--- config.mk ---
export PLATFORM = sky130hd
export DESIGN_NAME = chm_ctrl
export DESIGN_NICKNAME = d
export VERILOG_FILES = /design/src/rtl/chm_pkg.sv /design/src/rtl/chm_ctrl.sv
export SDC_FILE = /design/constraint.sdc
export NUM_CORES = 1
export LEC_CHECK = 0
export ABC_AREA = 1
export BUFFER_PORTS_ARGS = -buffer_cell sky130_fd_sc_hd__clkbuf_2
export CAP_MARGIN = 20
export CELL_PAD_IN_SITES_DETAIL_PLACEMENT = 2
export CELL_PAD_IN_SITES_GLOBAL_PLACEMENT = 2
export CORE_MARGIN = 3
export CORE_UTILIZATION = 22
export CTS_CLUSTER_DIAMETER = 120
export DETAILED_ROUTE_END_ITERATION = 7
export MAX_ROUTING_LAYER = met4
export PLACE_DENSITY_LB_ADDON = 0.25
export SETUP_SLACK_MARGIN = 0.15
export SYNTH_ARGS = -nofsm -noshare
export SYNTH_HDL_FRONTEND = slang
export SYNTH_SLANG_ARGS = --single-unit
--- constraint.sdc ---
create_clock -name clk -period 2.65 [get_ports clk]
set_input_delay 0.53 -clock clk [delete_from_list [all_inputs] [get_ports clk]]
set_output_delay 0.53 -clock clk [all_outputs]
set_load 0.02 [all_outputs]
--- src/rtl/chm_pkg.sv ---
// ----------------------------------------------------------------------------
// chm_pkg
// Shared types and constants of the chained hash map.
// ----------------------------------------------------------------------------
`timescale 1ns / 1ps
package chm_pkg;
    localparam int MAX_BUCKETS = 64;
    localparam int POOL_NODES  = 256;
    localparam int BW = $clog2(MAX_BUCKETS);
    localparam int NW = $clog2(POOL_NODES) + 1;
    localparam int IW = $clog2(POOL_NODES);
    localparam logic [NW-1:0] NIL_NODE = NW'(POOL_NODES);

    typedef enum logic [1:0] {OP_INSERT = 2'd0, OP_REMOVE = 2'd1,
                              OP_SEARCH = 2'd2, OP_OTHER = 2'd3} op_t;
    typedef enum logic [2:0] {ST_INSERTED = 3'd0, ST_UPDATED = 3'd1, ST_REMOVED = 3'd2,
                              ST_NOT_FOUND = 3'd3, ST_FOUND = 3'd4, ST_FULL = 3'd5} status_t;

    typedef enum logic [3:0] {S_IDLE, S_MOD, S_HEAD, S_HEADW, S_READ, S_READW,
                              S_CHECK, S_ACT, S_OUT} state_t;

    typedef struct packed {
        logic load;      // capture request
        logic mod_step;  // one restoring step of modulo
        logic head_rd;   // fetch bucket head
        logic node_rd;   // fetch current node
        logic advance;   // step along chain
        logic act;       // perform update
        logic out_load;  // load result
    } cmd_t;

    typedef struct packed {
        logic mod_done;
        logic cur_nil;
        logic key_hit;
        logic walk_limit;
    } sts_t;
endpackage

--- src/rtl/chm_ctrl.sv ---
// ----------------------------------------------------------------------------
// chm_ctrl
// Sequencer: modulo, chain walk, action and result handoff.
// ----------------------------------------------------------------------------
`timescale 1ns / 1ps
module chm_ctrl
    import chm_pkg::*;
(
    input  logic clk,
    input  logic rst_n,
    input  logic in_valid,
    output logic in_ready,
    input  logic out_busy,
    input  sts_t sts,
    output cmd_t cmd
);
    state_t state_reg, state_next;

    always_ff @(posedge clk or negedge rst_n)
    begin
        if (!rst_n)
            state_reg <= S_IDLE;
        else
            state_reg <= state_next;
    end

    always_comb
    begin
        state_next = state_reg;
        case (state_reg)
            S_IDLE:  if (in_valid) state_next = S_MOD;
            S_MOD:   if (sts.mod_done) state_next = S_HEAD;
            S_HEAD:  state_next = S_HEADW;
            S_HEADW: state_next = S_CHECK;
            S_CHECK:
            begin
                if (sts.cur_nil || sts.walk_limit)
                    state_next = S_ACT;
                else
                    state_next = S_READ;
            end
            S_READ:  state_next = S_READW;
            S_READW:
            begin
                if (sts.key_hit)
                    state_next = S_ACT;
                else
                    state_next = S_CHECK;
            end
            S_ACT:   state_next = S_OUT;
            S_OUT:   if (!out_busy) state_next = S_IDLE;
            default: state_next = S_IDLE;
        endcase
    end

    always_comb
    begin
        cmd = '0;
        in_ready = 1'b0;
        case (state_reg)
            S_IDLE:  begin in_ready = 1'b1; cmd.load = in_valid; end
            S_MOD:   cmd.mod_step = !sts.mod_done;
            S_HEAD:  cmd.head_rd = 1'b1;
            S_CHECK: cmd.node_rd = !(sts.cur_nil || sts.walk_limit);
            S_READW: cmd.advance = !sts.key_hit;
            S_ACT:   cmd.act = 1'b1;
            S_OUT:   cmd.out_load = !out_busy;
            default: cmd = '0;
        endcase
    end
endmodule

* Yosys cells after proc, flatten, opt, wreduce, memory -nomap -nowiden
Index checks and enable logic that the tools add are counted.
** Word-level totals
- Input bits :: 8
- Output and inout port bits :: 8
- Word-level logic and storage cells :: 33
- Flip-flop bits (word level) :: 4
** Operators by class
- Mux-type cells :: 14
- Reductions and logical operators :: 7
- Equality and inequality tests :: 11
** Operators with widths (number)
- $pmux W4 S9 :: 1
- $eq A4 B3 Y1 const B :: 4
- $mux W4 :: 3
- $mux W1 :: 9
- $eq A4 B2 Y1 const B :: 2
- $ne A2 B2 Y1 const B :: 3
- $eq A4 B1 Y1 const B :: 1
- $eq A4 B4 Y1 const B :: 1
- $logic_not A1 Y1 :: 4
- $logic_not A4 Y1 :: 1
- $reduce_and A3 Y1 :: 1
- $mux W2 :: 1
- $logic_or A1 B1 Y1 :: 1

* Longest topological paths before layout
Gate-level depths: netlist of the first run.
- Word-level depth :: 3
- Gate-level depth with buffers :: 7
- Depth with buffers taken out :: 7

* Least setup slack after synthesis of the first run
Ideal clock, no wire load.
- Path kind :: in2out
- From :: in sts[2] (netlist bit)
- To :: out cmd[3] (netlist bit)
- Data arrival time :: 1305 ps
- Data required time :: 2120 ps
- Cell stages on the path :: 3
- Setup slack :: 815 ps
- Path buffers :: 0
- Cells stage by stage :: inv_1 > nand2_1 > nor4_1
** RTL lines
- from (decl) :: line chm_ctrl.sv:14 : input sts_t sts,
- to (decl) :: line chm_ctrl.sv:15 : output cmd_t cmd

==> flow_summary_export.csv, run 1 <==
group,metric,value,unit
job,maxCapViolCount,0,
critical_path,cp.depth,4,
synth,synth.distinct_cells,16,
floorplanning,initial_utilization,24.45,%
routing,routedWlPerCell,11.15,um
critical_path,timing.rr.end,"state_reg[0]",
synth,synth_area_leaders,"dfrtp_1, inv_1, nand2_1",
synth,syn_nets,59,
power,pwr-share-seq,26.8,%
grt,grt_overflow,0,
clock_network,htreeDepth,1,
critical_path,cp_max_fo,4,
power,power-per-cell-area,1182,nW/um2
power,pwr-share-clk,13.7,%
floorplanning,die_w,44.97,um
clock_network,clk_path_buf_depth,2,
power,combPwrFrac,59.5,%
worst_hold_path,hp-class,"input port to async pin",
status,outcome,"complete, no violations",
clock_network,worstSkewPairLatency,0.23,ns
power,p_leak,0.2664,nW
floorplanning,coreArea,1366,um2
timing,finalClockSkew,0.001791,ns
critical_path,reg2reg_from,"state_reg[0]",
grt,track_usage,11.38,%
placement,dp_hpwl,831.8,um
critical_path,crit_path_cell_trace,"nor2_2 > inv_2 > nor4_1 > clkbuf_2",
timing,maxSlewViolCount,0,
critical_path,rrSetupSlack,1.43,ns
synth,seq_area_frac_synth,29.96,%
clock_network,cts_made_buffers,3,
critical_path,required,2.12,ns
timing,max_freq,0.5381,GHz
timing,worst_pin_slew,0.2751,ns
synth,synth.top_cell.area_share,29.96,%
power,intPower,0.0002462,W
critical_path,crit_family,"flip-flops",
routing,ant_nets,0,
clock_network,cts_root_buf,"clkbuf_4",
power,switching_power,0.0002861,W
final_layout,largest_register_ffs,4,
power,ir_drop,0.4278,mV
grt,grt_pass1_wl,1.580,mm
synth,syn_inst,51,
routing,routed_wl,937,um
routing,first_pass_iters,3,
power,power.total,0.0005322,W
critical_path,cp-end-kind,"output port",
routing,via_per_inst,4.560,
floorplanning,io-pin-count,16,
routing,drc_errors,0,
synth,syn_area,334.1,um2
synth,ys_ff_latch,4,
synth,synth_warnings,0,
final_layout,n_antenna_cell,0,
critical_path,cp.arrival,1.33,ns
critical_path,start_kind,"register",
critical_path,critPathLaunch,"state_reg[3]",
critical_path,worstSetupPathType,"register to output port",
floorplanning,die_h,44.97,um
timing,min_period_over_period,70.12,%
placement,dp_cells,81,
floorplanning,die-area,2022,um2
final_layout,area_growth,34.83,%
grt,grt_pass1_vias,394,
placement,port_buffers,15,
grt,antenna_found_initial,0,
final_layout,drive_gt1_share,44.93,%
placement,gp_congestion,0.6738,
timing,setup_viol,0,
clock_network,path_clk_slew,0.04,ns
clock_network,cts_tree,"done",
timing,max_slew_margin,81.66,%
critical_path,crit_end,"cmd[3]",
clock_network,hold_buffers,0,
timing,fin_crit,1.858,ns
final_layout,nets,79,
power,swShare,53.75,%
synth,synth_area_leader_cell,"dfrtp_1",
critical_path,path_buf_inv,2,
timing,rsz0062_at_grt,"no",
timing,hold_viol_final,0,
floorplanning,rows,13,
routing,drtIter0Drc,6,
timing,final.setup.tns,0,ns
clock_network,postCtsSetupRepairBufs,0,
routing,vias,383,
critical_path,cp_slowest_cell,"dfrtp_1",
grt,grt_max_degree,8,
critical_path,max_stage_delay,0.42,ns
critical_path,r2r_cells,6,
final_layout,utilization,32.97,%
clock_network,cts_resized,0,
synth,synth_area_per_cell,6.550,um2
final_layout,stdcell_count,84,
clock_network,clock_sinks,4,
==> synth_stat cells <==
| cell type | count |
|---|---|
| nand3_2 | 2 |
| nand2_2 | 1 |
| nor4_1 | 2 |
| nor2_1 | 5 |
| nor2_2 | 4 |
| o22ai_1 | 1 |
| nor2_4 | 1 |
| o21ai_0 | 1 |
| nor3_2 | 1 |
| nand3_1 | 5 |
| inv_2 | 4 |
| nor3_1 | 1 |
| nand2_1 | 8 |
| o21ai_1 | 2 |
| inv_1 | 9 |
| dfrtp_1 | 4 |
==> cell usage in the layout, fill, tap and decap left out <==
cell | Yosys | final
nor3_2 | 1 | 1
o21ai_0 | 1 | 1
nor2_1 | 5 | 5
nand2_1 | 8 | 8
nor4_1 | 2 | 2
inv_1 | 9 | 9
dfrtp_1 | 4 | 4
inv_2 | 4 | 4
nand2_2 | 1 | 1
nand3_1 | 5 | 5
o22ai_1 | 1 | 1
o21ai_1 | 2 | 2
clkbuf_4 | 0 | 3
nor3_1 | 1 | 1
nor2_4 | 1 | 1
nand3_2 | 2 | 2
clkbuf_2 | 0 | 15
nor2_2 | 4 | 4
==> power by group through the flow <==
stage          Combinational (W)   Clock, W  Sequential (W)
6_report                0.000316  0.0000731        0.000143
5_1_grt                 0.000364  0.0000836        0.000150
4_1_cts                 0.000325  0.0000783        0.000144
3_5_place_dp            0.000324          0        0.000145
3_3_place_gp            0.000320          0        0.000146
2_1_floorplan           0.000238          0        0.000132
==> how the worst min path moves through the flow <==
| stage | cells after the start | from | to | slack, ns |
|---|---|---|---|---|
| finish | 1 | rst_n | state_reg[2] | 0.09 |
| detailed placement | 1 | rst_n | state_reg[1] | 0.34 |
| floorplan | 0 | rst_n | state_reg[0] | 0.23 |
| CTS | 1 | rst_n | state_reg[2] | 0.09 |
| global placement | 1 | rst_n | state_reg[1] | 0.34 |
| global route | 1 | rst_n | state_reg[2] | 0.08 |
==> final cells by class <==
class	instances	area, um2
fill	185	915.9
multi-input combinational	34	185.2
sequential	4	100.1
timing repair buffer	15	75.07
inverter	13	48.80
clock buffer	3	22.52
tap	15	18.77
==> layer usage <==
metal	global-route usage, %	part of all wire, %	routed length, um	vias up
met2	17.23	48	446	11
met4	8.772	2.1	20	0
met3	2.390	5.1	48	2
met5	-	0	0	-
met1	12.93	45	421	176
li1	-	-	-	194
==> worst reg2reg max path, stage by stage, from the launching register on <==
cell and delay, ns:
dfrtp_1 0.46, nor2_2 0.20, nand3_2 0.13, nor2_4 0.13, nor2_1 0.06, nand3_1 0.06
nand2_1 0.06
==> cells by family (layout without fill, tap and decap cells) <==
group                  Yosys count  in the layout  share of synthesized area, %
flip-flops                       4              4                         29.96
AO/OA/AOI/OAI                    4              4                         6.367
buffers and inverters           13             31                         14.60
AND/OR/NAND/NOR                 30             30                         49.06
==> metrics by stage <==
stage	hold slack (ns)	setup WS (ns)	area, um2
after CTS	0.08544	0.7488	450.4
final	0.09252	0.7917	450.4
after global routing	0.08173	0.6229	450.4
after floorplan	0.2344	0.8154	334.1
after detailed placement	0.3380	0.9521	427.9
after global placement	0.3359	0.9919	427.9
(Power assumes the default switching activity.)
==> inputs of run 2 (changes only) <==
--- a/config.mk
+++ b/config.mk
@@ -5,7 +5,7 @@
 export SDC_FILE = /design/constraint.sdc
 export NUM_CORES = 1
 export LEC_CHECK = 0
-export ABC_AREA = 1
+export ABC_AREA = 0
 export BUFFER_PORTS_ARGS = -buffer_cell sky130_fd_sc_hd__clkbuf_2
 export CAP_MARGIN = 20
 export CELL_PAD_IN_SITES_DETAIL_PLACEMENT = 2
==> constraint.sdc (replaced) <==
create_clock -name clk -period 1.7 [get_ports clk]
set_input_delay 0.34 -clock clk [delete_from_list [all_inputs] [get_ports clk]]
set_output_delay 0.34 -clock clk [all_outputs]
set_load 0.02 [all_outputs]
==> run 2 against run 1 <==
Critical path type unchanged; sequential share of layout area is 5.9 points lower; flip-flop and latch count stayed put; setup slack worse by 0.77 ns; sequential power is 100% higher; clock power is 71% higher; critical path depth stayed put; clock-buffer cell count stayed put; global-route usage is 3.2 points higher; critical endpoint unchanged; highest routed layer is now met3.
==> flow_summary_export.csv, run 2 <==
group,metric,value,unit
status,outcome,"complete, no violations",
synth,synth.top_cell.area_share,28.57,%
routing,first_pass_iters,3,
placement,dp_slack,0.1616,ns
timing,hold_viol_final,0,
synth,syn_area,350.3,um2
final_layout,stdcell_count,78,
placement,gp_congestion,0.7145,
routing,routed_wl,1.437,mm
critical_path,crit_family,"flip-flops",
clock_network,path_clk_slew,0.05,ns
final_layout,n_antenna_cell,0,
clock_network,cts_made_buffers,3,
worst_hold_path,hp-class,"input port to register",
synth,yosys.area_share.simple,43.57,%
synth,seq_area_frac_synth,28.57,%
synth,synth_area_per_cell,10.01,um2
grt,grt_pass1_vias,443,
final_layout,nets,73,
timing,min_period_over_period,98.96,%
critical_path,cp.arrival,1.34,ns
synth,synthAdderAreaFrac,0,%
placement,dp_cells,61,
power,power-per-cell-area,2028,nW/um2
grt,track_usage,14.54,%
final_layout,area_growth,84.29,%
synth,ys_ff_latch,4,
power,ir_drop,0.9715,mV
critical_path,critPathLaunch,"state_reg[1]",
timing,rsz0062_at_grt,"yes",
critical_path,cp_common_cell,"buf_4",
timing,fin_crit,1.682,ns
timing,max_freq,0.5944,GHz
synth,yosysMostFrequentCell,"nor2_1",
critical_path,start_kind,"register",
floorplanning,initial_utilization,25.04,%
timing,fin_ws,0.01763,ns
critical_path,max_stage_delay,0.46,ns
critical_path,cp_max_fo,7,
floorplanning,die-area,2107,um2
synth,synthArstFlopShare,100.0,%
routing,ant_nets,0,
clock_network,clock_sinks,4,
final_layout,largest_register_ffs,4,
synth,synth.distinct_cells,22,
synth,synth_warnings,0,
synth,synth_edf_count,0,
synth,synth_area_leaders,"dfrtp_1, nand2b_4, buf_6",
power,p_leak,0.2894,nW
timing,worst_pin_slew,0.2448,ns
routing,vias,396,
critical_path,cp-end-kind,"output port",
critical_path,path_buf_inv,2,
clock_network,worstSkewPairLatency,0.24,ns
grt,grt_pass1_wl,2.056,mm
routing,drtIter0Drc,6,
placement,port_buffers,15,
final_layout,nFillCells,149,
grt,antenna_found_initial,0,
placement,place_area,412.9,um2
clock_network,htreeDepth,1,
synth,synth_top_family_by_area,"simple AND/OR/NAND/NOR gates",
routing,routedWlPerCell,18.42,um
final_layout,final_common_cell,"buf_4",
worst_hold_path,worstHoldStart,"out_busy",
floorplanning,coreArea,1399,um2
floorplanning,die_w,45.91,um
synth,synth_compound_area_share,11.79,%
final_layout,drive_gt1_share,74.60,%
routing,via_per_inst,5.077,
floorplanning,io-pin-count,16,
synth,synthXorXnorAreaFrac,2.500,%
clock_network,cts_root_buf,"clkbuf_4",
timing,final.setup.tns,0,ns
floorplanning,die_h,45.91,um
critical_path,required,1.36,ns
synth,synth_top_cells_by_count,"nor2_1, dfrtp_1",
timing,setup_viol,0,
synth,syn_inst,35,
timing,finalClockSkew,0.01302,ns
final_layout,final_cell_area,645.6,um2
routing,drc_errors,0,
critical_path,worstSetupPathType,"register to output port",
timing,maxSlewViolCount,0,
clock_network,clk_path_buf_depth,2,
critical_path,reg2reg_from,"state_reg[0]",
clock_network,cts_tree,"done",
synth,synth_area_leader_cell,"dfrtp_1",
synth,ys.flop_type,"dfrtp_1",
final_layout,final_cell_mix,"buf_4, clkbuf_2, buf_6, dfrtp_2",
synth,syn_nets,43,
critical_path,crit_path_cell_trace,"buf_4 > nand2b_4 > nor4_2 > buf_4",
timing,max_slew_margin,83.56,%
floorplanning,rows,13,
grt,grt_max_degree,8,
job,maxCapViolCount,0,
critical_path,cp_slowest_cell,"dfrtp_2",
synth,synth_mux_area_share,2.857,%
grt,grt_overflow,0,
==> run 2: cell count changes after synthesis, moves of 2 or more <==
cell and change:
buf_4 +2, buf_6 +2, inv_1 -9, inv_2 -4, nand2_1 -7, nand2b_1 +2, nand2b_4 +2, nand3_1 -5
nand3_2 -2, nor2_2 -4, o21ai_1 -2
==> run 2: path summary, 6_finish.rpt <==
| path | depth (start not counted) | to | slack, ns |
|---|---|---|---|
| worst min register to register | 2 | state_reg[2] | 0.69 |
| min in group asynchronous | 2 | state_reg[1] | 0.45 |
| worst max register to register | 5 | state_reg[1] | 0.36 |
| worst min-delay path | 3 | state_reg[3] | 0.44 |
| worst max-delay path | 4 | cmd[3] | 0.02 |
| max in group asynchronous | 2 | state_reg[2] | 1.09 |
==> run 2: final cells by class <==
type	count	area, um2	share of cell area (%)
Multi-Input combinational cell	27	255.2	39.53
Clock buffer	3	22.52	3.488
Tap cell	15	18.77	2.907
Timing Repair Buffer	29	244.0	37.79
Sequential cell	4	105.1	16.28
==> run 2: through the flow <==
stage	utilization [%]	power, W	hold slack (ns)
floorplan	-	0.0006691	0.04441
global placement	29.52	0.0007160	0.1459
detailed placement	29.52	0.0007338	0.1459
CTS	40.25	0.001105	0.3988
global route	46.15	0.001402	0.4566
finish	46.15	0.001309	0.4396
==> run 2: layer usage <==
metal | track usage, % | vias up | share of wire, %
met5 | - | - | 0
li1 | - | 185 | -
met4 | 6.818 | 0 | 0
met3 | 1.581 | 0 | 3.5
met2 | 25.55 | 11 | 56
met1 | 16.04 | 200 | 40
==> run 2: cell families (layout without fill, tap and decap cells) <==
logic type | after synthesis | in the layout
simple gates | 19 | 19
compound gates | 6 | 6
flops | 4 | 4
buf+inv | 4 | 32
xor+xnor | 1 | 1
mux | 1 | 1
==> run 2: what timing repair did <==
action / 4_1_cts / 5_1_grt
resized for setup: 15 / 18
setup endpoints to repair: 8 / 8
hold endpoints to repair: 4 / 0
buffers inserted: 8 / 5
hold buffers: 1 / 0
pin swaps: 1 / 3
==> run 2: worst min-delay path: stages <==
cell,delay (ns)
clkbuf_2,0.09
nand4b_1,0.08
o21ai_0,0.10
==> run 2: power by group <==
group	leakage (nW)	internal (W)	switching, W
Sequential	0.0446	0.000154	0.000135
Clock	0.0138	0.0000794	0.0000454
Combinational	0.231	0.000504	0.000391
Total	0.289	0.000737	0.000572
